`config.mk`:
```
export PLATFORM = sky130hd
export DESIGN_NAME = integer_calculator_alu
export DESIGN_NICKNAME = d
export VERILOG_FILES = /design/src/hw/rtl/ica_pkg.sv /design/src/hw/rtl/integer_calculator_alu.sv /design/src/hw/rtl/ica_mul.sv /design/src/hw/rtl/ica_div.sv
export SDC_FILE = /design/constraint.sdc
export NUM_CORES = 1
export LEC_CHECK = 0
export BUFFER_PORTS_ARGS = -buffer_cell sky130_fd_sc_hd__buf_2
export CORE_MARGIN = 5
export CORE_UTILIZATION = 50
export CTS_BUF_LIST = sky130_fd_sc_hd__clkbuf_16
export DETAILED_ROUTE_END_ITERATION = 6
export PLACE_DENSITY = 0.67
export SYNTH_ARGS = -nofsm -noshare
export SYNTH_HDL_FRONTEND = slang
export SYNTH_HIERARCHICAL = 1
export SYNTH_SLANG_ARGS = --single-unit
```
`constraint.sdc`:
```
create_clock -name aclk -period 6.91 [get_ports aclk]
set_clock_uncertainty 0.05 [all_clocks]
set_input_delay 0.691 -clock aclk [delete_from_list [all_inputs] [get_ports aclk]]
set_output_delay 0.691 -clock aclk [all_outputs]
set_load 0.05 [all_outputs]
```
`src/hw/rtl/ica_pkg.sv`:
```
`default_nettype none
// ----------------------------------------------------------------------------
// ica_pkg
// Operation codes, status codes and unit handshake types of the integer ALU.
// ----------------------------------------------------------------------------
package ica_pkg;

    // operation codes (action field)
    localparam logic [2:0] ACT_ADD = 3'd0;
    localparam logic [2:0] ACT_SUB = 3'd1;
    localparam logic [2:0] ACT_MUL = 3'd2;
    localparam logic [2:0] ACT_DIV = 3'd3;
    localparam logic [2:0] ACT_POW = 3'd4;

    // status codes
    localparam logic [1:0] ST_OK        = 2'd0;
    localparam logic [1:0] ST_DIV_ZERO  = 2'd1;
    localparam logic [1:0] ST_NEG_EXP   = 2'd2;
    localparam logic [1:0] ST_ZERO_ZERO = 2'd3;

    // multiplier digit: multiplier bits retired per cycle
    localparam int MUL_DIGIT = 8;

    // control into an iterative unit
    typedef struct packed {
        logic start;
    } unit_ctrl_t;

    // status out of an iterative unit
    typedef struct packed {
        logic busy;
        logic done;
    } unit_stat_t;

endpackage
`default_nettype wire

```
`src/hw/rtl/integer_calculator_alu.sv`:
```
// Add, subtract and codes 5-7 or flagged errors: straight from idle to the done state.
// Multiply: one 8-bit digit per multiplier cycle.
// Divide: one quotient bit per divider cycle.
// Power: a multiply for each set exponent bit and a square for each bit but the highest.
// One request at a time; s_ready is high only while the sequencer is idle.
// Reset: synchronous, active low aresetn; clears sequencer and output valid.
`default_nettype none
// ----------------------------------------------------------------------------
// integer_calculator_alu
// Signed integer ALU: add, subtract, multiply, truncating divide and integer
// power, wrapping modulo 2^DATA_WIDTH, with a status code per request.
// ----------------------------------------------------------------------------
module integer_calculator_alu #(
    parameter int DATA_WIDTH = 32
) (
    input  wire logic                          aclk,
    input  wire logic                          aresetn,
    // request channel
    input  wire logic                          s_valid,
    output logic                               s_ready,
    input  wire logic signed [DATA_WIDTH-1:0]  s_operand_a,
    input  wire logic signed [DATA_WIDTH-1:0]  s_operand_b,
    input  wire logic [2:0]                    s_action,
    // result channel
    output logic                               m_valid,
    input  wire logic                          m_ready,
    output logic signed [DATA_WIDTH-1:0]       m_result,
    output logic [1:0]                         m_status
);

    // sequencer states
    localparam logic [2:0] S_IDLE      = 3'd0;
    localparam logic [2:0] S_MUL_WAIT  = 3'd1;
    localparam logic [2:0] S_DIV_WAIT  = 3'd2;
    localparam logic [2:0] S_POW_CHECK = 3'd3;
    localparam logic [2:0] S_POW_ACC   = 3'd4;
    localparam logic [2:0] S_POW_SQ    = 3'd5;
    localparam logic [2:0] S_DONE      = 3'd6;

    logic [2:0]            state_reg, state_next;
    // power loop: accumulator, running square, remaining exponent
    logic [DATA_WIDTH-1:0] acc_reg, acc_next;
    logic [DATA_WIDTH-1:0] sq_reg, sq_next;
    logic [DATA_WIDTH-1:0] e_reg, e_next;
    // finished result, waiting for the output register
    logic [DATA_WIDTH-1:0] res_reg, res_next;
    logic [1:0]            st_reg, st_next;
    logic                  negq_reg, negq_next;

    logic                  m_valid_reg;
    logic [DATA_WIDTH-1:0] m_result_reg;
    logic [1:0]            m_status_reg;

    logic [DATA_WIDTH-1:0] op_a, op_b, a_mag, b_mag;
    logic [DATA_WIDTH-1:0] e_shift;
    logic                  a_neg, b_neg, out_load;

    ica_pkg::unit_ctrl_t   mul_ctrl, div_ctrl;
    ica_pkg::unit_stat_t   mul_stat, div_stat;
    logic [DATA_WIDTH-1:0] mul_op_a, mul_op_b, mul_product, div_quotient;

    assign op_a    = s_operand_a;
    assign op_b    = s_operand_b;
    assign a_neg   = op_a[DATA_WIDTH-1];
    assign b_neg   = op_b[DATA_WIDTH-1];
    // magnitudes; the most negative value maps onto itself as unsigned
    assign a_mag   = a_neg ? ({DATA_WIDTH{1'b0}} - op_a) : op_a;
    assign b_mag   = b_neg ? ({DATA_WIDTH{1'b0}} - op_b) : op_b;
    assign e_shift = e_reg >> 1;

    ica_mul #(
        .DATA_WIDTH (DATA_WIDTH)
    ) u_mul (
        .aclk    (aclk),
        .aresetn (aresetn),
        .ctrl    (mul_ctrl),
        .op_a    (mul_op_a),
        .op_b    (mul_op_b),
        .stat    (mul_stat),
        .product (mul_product)
    );

    ica_div #(
        .DATA_WIDTH (DATA_WIDTH)
    ) u_div (
        .aclk     (aclk),
        .aresetn  (aresetn),
        .ctrl     (div_ctrl),
        .dividend (a_mag),
        .divisor  (b_mag),
        .stat     (div_stat),
        .quotient (div_quotient)
    );

    // sequencer
    always_comb begin
        state_next     = state_reg;
        acc_next       = acc_reg;
        sq_next        = sq_reg;
        e_next         = e_reg;
        res_next       = res_reg;
        st_next        = st_reg;
        negq_next      = negq_reg;
        mul_ctrl.start = 1'b0;
        div_ctrl.start = 1'b0;
        mul_op_a       = op_a;
        mul_op_b       = op_b;
        case (state_reg)
            S_IDLE: begin
                if (s_valid) begin
                    res_next   = '0;
                    st_next    = ica_pkg::ST_OK;
                    negq_next  = a_neg ^ b_neg;
                    state_next = S_DONE;
                    case (s_action)
                        ica_pkg::ACT_ADD: begin
                            res_next = op_a + op_b;
                        end
                        ica_pkg::ACT_SUB: begin
                            res_next = op_a - op_b;
                        end
                        ica_pkg::ACT_MUL: begin
                            mul_ctrl.start = 1'b1;
                            state_next     = S_MUL_WAIT;
                        end
                        ica_pkg::ACT_DIV: begin
                            if (op_b == '0) begin
                                st_next = ica_pkg::ST_DIV_ZERO;
                            end else begin
                                div_ctrl.start = 1'b1;
                                state_next     = S_DIV_WAIT;
                            end
                        end
                        ica_pkg::ACT_POW: begin
                            if (b_neg) begin
                                st_next = ica_pkg::ST_NEG_EXP;
                            end else if (op_b == '0 && op_a == '0) begin
                                st_next = ica_pkg::ST_ZERO_ZERO;
                            end else begin
                                acc_next   = {{(DATA_WIDTH-1){1'b0}}, 1'b1};
                                sq_next    = op_a;
                                e_next     = op_b;
                                state_next = S_POW_CHECK;
                            end
                        end
                        default: begin
                            // unused codes give zero with status ok
                        end
                    endcase
                end
            end
            S_MUL_WAIT: begin
                if (mul_stat.done) begin
                    res_next   = mul_product;
                    state_next = S_DONE;
                end
            end
            S_DIV_WAIT: begin
                if (div_stat.done) begin
                    res_next   = negq_reg ? ({DATA_WIDTH{1'b0}} - div_quotient)
                                          : div_quotient;
                    state_next = S_DONE;
                end
            end
            S_POW_CHECK: begin
                if (e_reg == '0) begin
                    res_next   = acc_reg;
                    state_next = S_DONE;
                end else if (e_reg[0]) begin
                    mul_op_a       = acc_reg;
                    mul_op_b       = sq_reg;
                    mul_ctrl.start = 1'b1;
                    state_next     = S_POW_ACC;
                end else begin
                    // even bit: square only
                    mul_op_a       = sq_reg;
                    mul_op_b       = sq_reg;
                    mul_ctrl.start = 1'b1;
                    e_next         = e_shift;
                    state_next     = S_POW_SQ;
                end
            end
            S_POW_ACC: begin
                mul_op_a = sq_reg;
                mul_op_b = sq_reg;
                if (mul_stat.done) begin
                    acc_next = mul_product;
                    e_next   = e_shift;
                    if (e_shift == '0) begin
                        // last exponent bit, the final square is not needed
                        res_next   = mul_product;
                        state_next = S_DONE;
                    end else begin
                        mul_ctrl.start = 1'b1;
                        state_next     = S_POW_SQ;
                    end
                end
            end
            S_POW_SQ: begin
                if (mul_stat.done) begin
                    sq_next    = mul_product;
                    state_next = S_POW_CHECK;
                end
            end
            S_DONE: begin
                if (!m_valid_reg || m_ready) begin
                    state_next = S_IDLE;
                end
            end
            default: begin
                state_next = S_IDLE;
            end
        endcase
    end

    always_ff @(posedge aclk) begin
        if (!aresetn) begin
            state_reg <= S_IDLE;
        end else begin
            state_reg <= state_next;
        end
    end

    always_ff @(posedge aclk) begin
        acc_reg  <= acc_next;
        sq_reg   <= sq_next;
        e_reg    <= e_next;
        res_reg  <= res_next;
        st_reg   <= st_next;
        negq_reg <= negq_next;
    end

    // output register: takes the result once the previous one has gone
    assign out_load = (state_reg == S_DONE) && (!m_valid_reg || m_ready);

    always_ff @(posedge aclk) begin
        if (!aresetn) begin
            m_valid_reg <= 1'b0;
        end else if (out_load) begin
            m_valid_reg <= 1'b1;
        end else if (m_ready) begin
            m_valid_reg <= 1'b0;
        end
    end

    always_ff @(posedge aclk) begin
        if (out_load) begin
            m_result_reg <= res_reg;
            m_status_reg <= st_reg;
        end
    end

    assign s_ready  = (state_reg == S_IDLE);
    assign m_valid  = m_valid_reg;
    assign m_result = m_result_reg;
    assign m_status = m_status_reg;

`ifndef ASSERT_OFF
    // multiplier finishes only while the sequencer waits on it
    a_mul_done_state: assert property (@(posedge aclk) disable iff (!aresetn)
        mul_stat.done |-> (state_reg == S_MUL_WAIT || state_reg == S_POW_ACC ||
                           state_reg == S_POW_SQ))
        else $error("multiplier done outside a wait state");

    // divider finishes only in its wait state
    a_div_done_state: assert property (@(posedge aclk) disable iff (!aresetn)
        div_stat.done |-> (state_reg == S_DIV_WAIT))
        else $error("divider done outside its wait state");

    // a taken request blocks the next one
    a_busy_after_accept: assert property (@(posedge aclk) disable iff (!aresetn)
        (s_valid && s_ready) |=> !s_ready)
        else $error("ready right after an accepted request");

    // flagged errors carry a zero result
    a_error_zero: assert property (@(posedge aclk) disable iff (!aresetn)
        (m_valid && m_status != ica_pkg::ST_OK) |-> (m_result == '0))
        else $error("nonzero result with error status");
`endif

endmodule
`default_nettype wire

```
`src/hw/rtl/ica_mul.sv`:
```
`default_nettype none
// ----------------------------------------------------------------------------
// ica_mul
// Iterative multiplier, low half of the product, one digit per cycle.
// ----------------------------------------------------------------------------
module ica_mul #(
    parameter int DATA_WIDTH = 32
) (
    input  wire logic                    aclk,
    input  wire logic                    aresetn,
    input  wire ica_pkg::unit_ctrl_t     ctrl,
    input  wire logic [DATA_WIDTH-1:0]   op_a,
    input  wire logic [DATA_WIDTH-1:0]   op_b,
    output ica_pkg::unit_stat_t          stat,
    output logic [DATA_WIDTH-1:0]        product
);

    localparam int DIGIT = ica_pkg::MUL_DIGIT;
    localparam int STEPS = (DATA_WIDTH + DIGIT - 1) / DIGIT;
    localparam int CW    = $clog2(STEPS + 1);

    logic [DATA_WIDTH-1:0]       a_reg, b_reg, p_reg;
    logic [CW-1:0]               cnt_reg;
    logic                        busy_reg;
    logic [DATA_WIDTH+DIGIT-1:0] pp;
    logic                        last;

    // digit partial product, only the low word is kept
    assign pp   = {{DIGIT{1'b0}}, a_reg} * {{DATA_WIDTH{1'b0}}, b_reg[DIGIT-1:0]};
    assign last = busy_reg && (cnt_reg == CW'(STEPS));

    always_ff @(posedge aclk) begin
        if (!aresetn) begin
            busy_reg <= 1'b0;
            cnt_reg  <= '0;
        end else if (ctrl.start) begin
            busy_reg <= 1'b1;
            cnt_reg  <= '0;
        end else if (last) begin
            busy_reg <= 1'b0;
        end else if (busy_reg) begin
            cnt_reg <= cnt_reg + CW'(1);
        end
    end

    always_ff @(posedge aclk) begin
        if (ctrl.start) begin
            a_reg <= op_a;
            b_reg <= op_b;
            p_reg <= '0;
        end else if (busy_reg && !last) begin
            p_reg <= p_reg + pp[DATA_WIDTH-1:0];
            a_reg <= a_reg << DIGIT;
            b_reg <= b_reg >> DIGIT;
        end
    end

    assign stat.busy = busy_reg;
    assign stat.done = last;
    assign product   = p_reg;

endmodule
`default_nettype wire

```
`src/hw/rtl/ica_div.sv`:
```
`default_nettype none
// ----------------------------------------------------------------------------
// ica_div
// Restoring unsigned divider, one quotient bit per cycle.
// ----------------------------------------------------------------------------
module ica_div #(
    parameter int DATA_WIDTH = 32
) (
    input  wire logic                    aclk,
    input  wire logic                    aresetn,
    input  wire ica_pkg::unit_ctrl_t     ctrl,
    input  wire logic [DATA_WIDTH-1:0]   dividend,
    input  wire logic [DATA_WIDTH-1:0]   divisor,
    output ica_pkg::unit_stat_t          stat,
    output logic [DATA_WIDTH-1:0]        quotient
);

    localparam int CW = $clog2(DATA_WIDTH + 1);

    logic [DATA_WIDTH-1:0] rem_reg, quo_reg, d_reg;
    logic [CW-1:0]         cnt_reg;
    logic                  busy_reg;
    logic                  last;
    logic [DATA_WIDTH:0]   rem_ext, diff;

    // remainder stays below the divisor, so the shifted value fits the word
    assign rem_ext = {rem_reg, quo_reg[DATA_WIDTH-1]};
    assign diff    = rem_ext - {1'b0, d_reg};
    assign last    = busy_reg && (cnt_reg == CW'(DATA_WIDTH));

    always_ff @(posedge aclk) begin
        if (!aresetn) begin
            busy_reg <= 1'b0;
            cnt_reg  <= '0;
        end else if (ctrl.start) begin
            busy_reg <= 1'b1;
            cnt_reg  <= '0;
        end else if (last) begin
            busy_reg <= 1'b0;
        end else if (busy_reg) begin
            cnt_reg <= cnt_reg + CW'(1);
        end
    end

    always_ff @(posedge aclk) begin
        if (ctrl.start) begin
            rem_reg <= '0;
            quo_reg <= dividend;
            d_reg   <= divisor;
        end else if (busy_reg && !last) begin
            if (!diff[DATA_WIDTH]) begin
                rem_reg <= diff[DATA_WIDTH-1:0];
                quo_reg <= {quo_reg[DATA_WIDTH-2:0], 1'b1};
            end else begin
                rem_reg <= rem_ext[DATA_WIDTH-1:0];
                quo_reg <= {quo_reg[DATA_WIDTH-2:0], 1'b0};
            end
        end
    end

    assign stat.busy = busy_reg;
    assign stat.done = last;
    assign quotient  = quo_reg;

endmodule
`default_nettype wire
```
==> impl_metrics.prom <==
# TYPE chip_impl_metric gauge
chip_impl_metric{name="route.detailed.drc",unit=""} 0
chip_impl_metric{name="post_synth_instance_area",unit="um^2"} 30000
chip_impl_metric{name="cts_repair_resize_count",unit=""} 0
chip_impl_info{name="outcome",value="finished clean"} 1
chip_impl_metric{name="syn-num-nets",unit=""} 3516
chip_impl_metric{name="layout_setup_ws",unit="ns"} 0.617
chip_impl_metric{name="cts_num_sinks",unit=""} 371
chip_impl_metric{name="clock_tree.buffer_depth",unit=""} 3
chip_impl_metric{name="detailedPlace.worstSlack",unit="ns"} 0.814
chip_impl_metric{name="route.detailed.wl_per_inst",unit="um"} 24.7
chip_impl_metric{name="fillCellCount",unit=""} 5370
chip_impl_metric{name="die_area",unit="um^2"} 65000
chip_impl_info{name="end_kind",value="flip-flop"} 1
chip_impl_metric{name="antenna_found_initial",unit=""} 1
chip_impl_info{name="layout.cells.most_common",value="nand2_1"} 1
chip_impl_metric{name="cap_violations",unit=""} 0
chip_impl_info{name="worstPathCellList",value="nand2_1 > fa_1 > fa_1 > inv_1 > fa_1 > inv_1 > fa_1 > inv_1 > ha_1 > o21a_1 > o31ai_1 > a211oi_1 > a21oi_1 > a211oi_1 > nor4_1 > or3_1 > a21oi_1"} 1
chip_impl_metric{name="ant_nets",unit=""} 0
chip_impl_metric{name="fmax",unit="MHz"} 159
chip_impl_metric{name="grt_pass1_wl",unit="um"} 149000
chip_impl_metric{name="detail_route.vias_per_cell",unit=""} 6.18
chip_impl_metric{name="cts_buffers",unit=""} 42
chip_impl_metric{name="clock_insertion_delay_worst_skew",unit="ns"} 0.60
chip_impl_metric{name="io_buffer_count",unit=""} 106
chip_impl_metric{name="die_width",unit="um"} 255
chip_impl_metric{name="cp_data_arrival_time",unit="ns"} 6.74
chip_impl_info{name="clock-root-buffer",value="clkbuf_16"} 1
chip_impl_metric{name="first_global_vias",unit=""} 24500
chip_impl_metric{name="placed_insts",unit=""} 3894
chip_impl_metric{name="netlist_instances",unit=""} 3145
chip_impl_metric{name="max-slew-margin-rel",unit="%"} 8.72
chip_impl_metric{name="yosys_warn_count",unit=""} 6
chip_impl_metric{name="worst_ep_required_time",unit="ns"} 7.36
chip_impl_info{name="crit_type",value="reg2reg"} 1
chip_impl_metric{name="final-max-slew-violation-count",unit=""} 0
chip_impl_metric{name="effective_utilization_at_floorplan",unit="%"} 50.6
chip_impl_info{name="nature_of_the_critical_path_startpoint",value="flip-flop"} 1
chip_impl_metric{name="final_cells",unit=""} 3973
chip_impl_metric{name="dr.first_iter.drc_count",unit=""} 2644
chip_impl_metric{name="htree_levels",unit=""} 2
chip_impl_metric{name="crit_path_max_fanout",unit=""} 28
chip_impl_info{name="grt_setup_unrepaired",value="no"} 1
chip_impl_info{name="cts_tree",value="built"} 1
chip_impl_metric{name="ios",unit=""} 107
chip_impl_metric{name="post_cts.repair.setup_buffers",unit=""} 0
chip_impl_metric{name="gr-total-overflow",unit=""} 0
chip_impl_metric{name="post-route-period-util",unit="%"} 91.1
chip_impl_metric{name="finalSetupTns",unit="ns"} 0
chip_impl_info{name="layout_common_cells",value="417 x nand2_1, 339 x inv_1, 292 x edfxtp_1"} 1
chip_impl_metric{name="average_cell_area_after_synthesis",unit="um^2"} 9.53
chip_impl_metric{name="critical_path.max_stage_delay",unit="ns"} 1.02
chip_impl_metric{name="place_hpwl",unit="um"} 73500
chip_impl_metric{name="globalRouteTotalUtil",unit="%"} 29.9
chip_impl_metric{name="timing_worst_slew_pin_value",unit="ns"} 1.37
chip_impl_metric{name="setup-violations-final",unit=""} 0
chip_impl_metric{name="aggregate_routed_wire_length",unit="um"} 98000
chip_impl_metric{name="y_dimension_of_the_die",unit="um"} 255
chip_impl_metric{name="gp_congestion",unit=""} 1.00
chip_impl_metric{name="holdBufCountCts",unit=""} 0
chip_impl_info{name="most_frequent_cp_cell",value="fa_1"} 1
chip_impl_info{name="hold_class",value="in2reg"} 1
chip_impl_metric{name="layout.nets",unit=""} 3536
chip_impl_metric{name="layout-area-overhead-vs-synth",unit="%"} 8.63
chip_impl_metric{name="core_region_area",unit="um^2"} 59200
chip_impl_metric{name="drive_above_1_share",unit="%"} 12.0
chip_impl_metric{name="detail_route.first_pass.iterations",unit=""} 7
chip_impl_metric{name="placementRows",unit=""} 89
chip_impl_metric{name="grt_max_degree",unit=""} 76
chip_impl_metric{name="clkTransAtPathRegs",unit="ns"} 0.07
chip_impl_metric{name="finalWorstPathRequiredPeriod",unit="ns"} 6.29
chip_impl_metric{name="hold_violations",unit=""} 0
chip_impl_info{name="critical_path.slowest_cell",value="edfxtp_1"} 1
chip_impl_metric{name="routed-via-count",unit=""} 24500
[critical path: cells and delay by family (launching register included)]
| family | cells | cell delay (ns) |
|---|---|---|
| flip-flops | 1 | 1.02 |
| buffers and inverters | 3 | 0.17 |
| AND/OR/NAND/NOR | 3 | 0.62 |
| adder cells (fa/ha/maj) | 5 | 2.44 |
| AO/OA/AOI/OAI | 6 | 1.88 |
[per-stage QoR]
stage	util [%]	instance area, um^2	hold WS (ns)
3_3_place_gp	52.6	31200	0.355
2_1_floorplan	-	30000	0.350
4_1_cts	55.0	32600	0.329
3_5_place_dp	52.6	31200	0.355
6_report	55.0	32600	0.351
5_1_grt	55.0	32600	0.346
[area by class of cell]
| cell class | instances | area, um^2 | area share [%] |
|---|---|---|---|
| multi-input combinational | 2270 | 17800 | 54.5 |
| timing repair buffer | 145 | 823 | 2.53 |
| sequential | 371 | 10300 | 31.8 |
| inverter | 335 | 1260 | 3.86 |
| tap | 773 | 967 | 2.97 |
| clock inverter | 35 | 337 | 1.03 |
| antenna | 1 | 2.50 | 0.00768 |
| clock buffer | 43 | 1080 | 3.30 |
[per-layer routing]
layer,global-route usage [%],part of all wire (%),routed length (um)
met1,41.5,41,40200
met2,47.7,46,44900
met3,5.11,9.2,8970
met4,10.6,4.0,3920
met5,0,0.013,13
[final timing paths]
| path | from | cells past startpoint | endpoint | slack, ns |
|---|---|---|---|---|
| worst min register to register | res_reg[25]$_DFFE_PP_ | 0 | m_result[25]$_DFFE_PP_ | 0.36 |
| worst min-delay path | s_operand_b[0] | 1 | u_div/d_reg[0]$_DFFE_PP_ | 0.35 |
| worst max register to register | u_mul/b_reg[4]$_DFFE_PP_ | 17 | u_mul/product[31]$_SDFFE_PP0P_ | 0.62 |
| worst max-delay path | u_mul/b_reg[4]$_DFFE_PP_ | 17 | u_mul/product[31]$_SDFFE_PP0P_ | 0.62 |
Power is not shown: default switching activity piles up to over one toggle a cycle in this logic, so the estimate is an artifact.
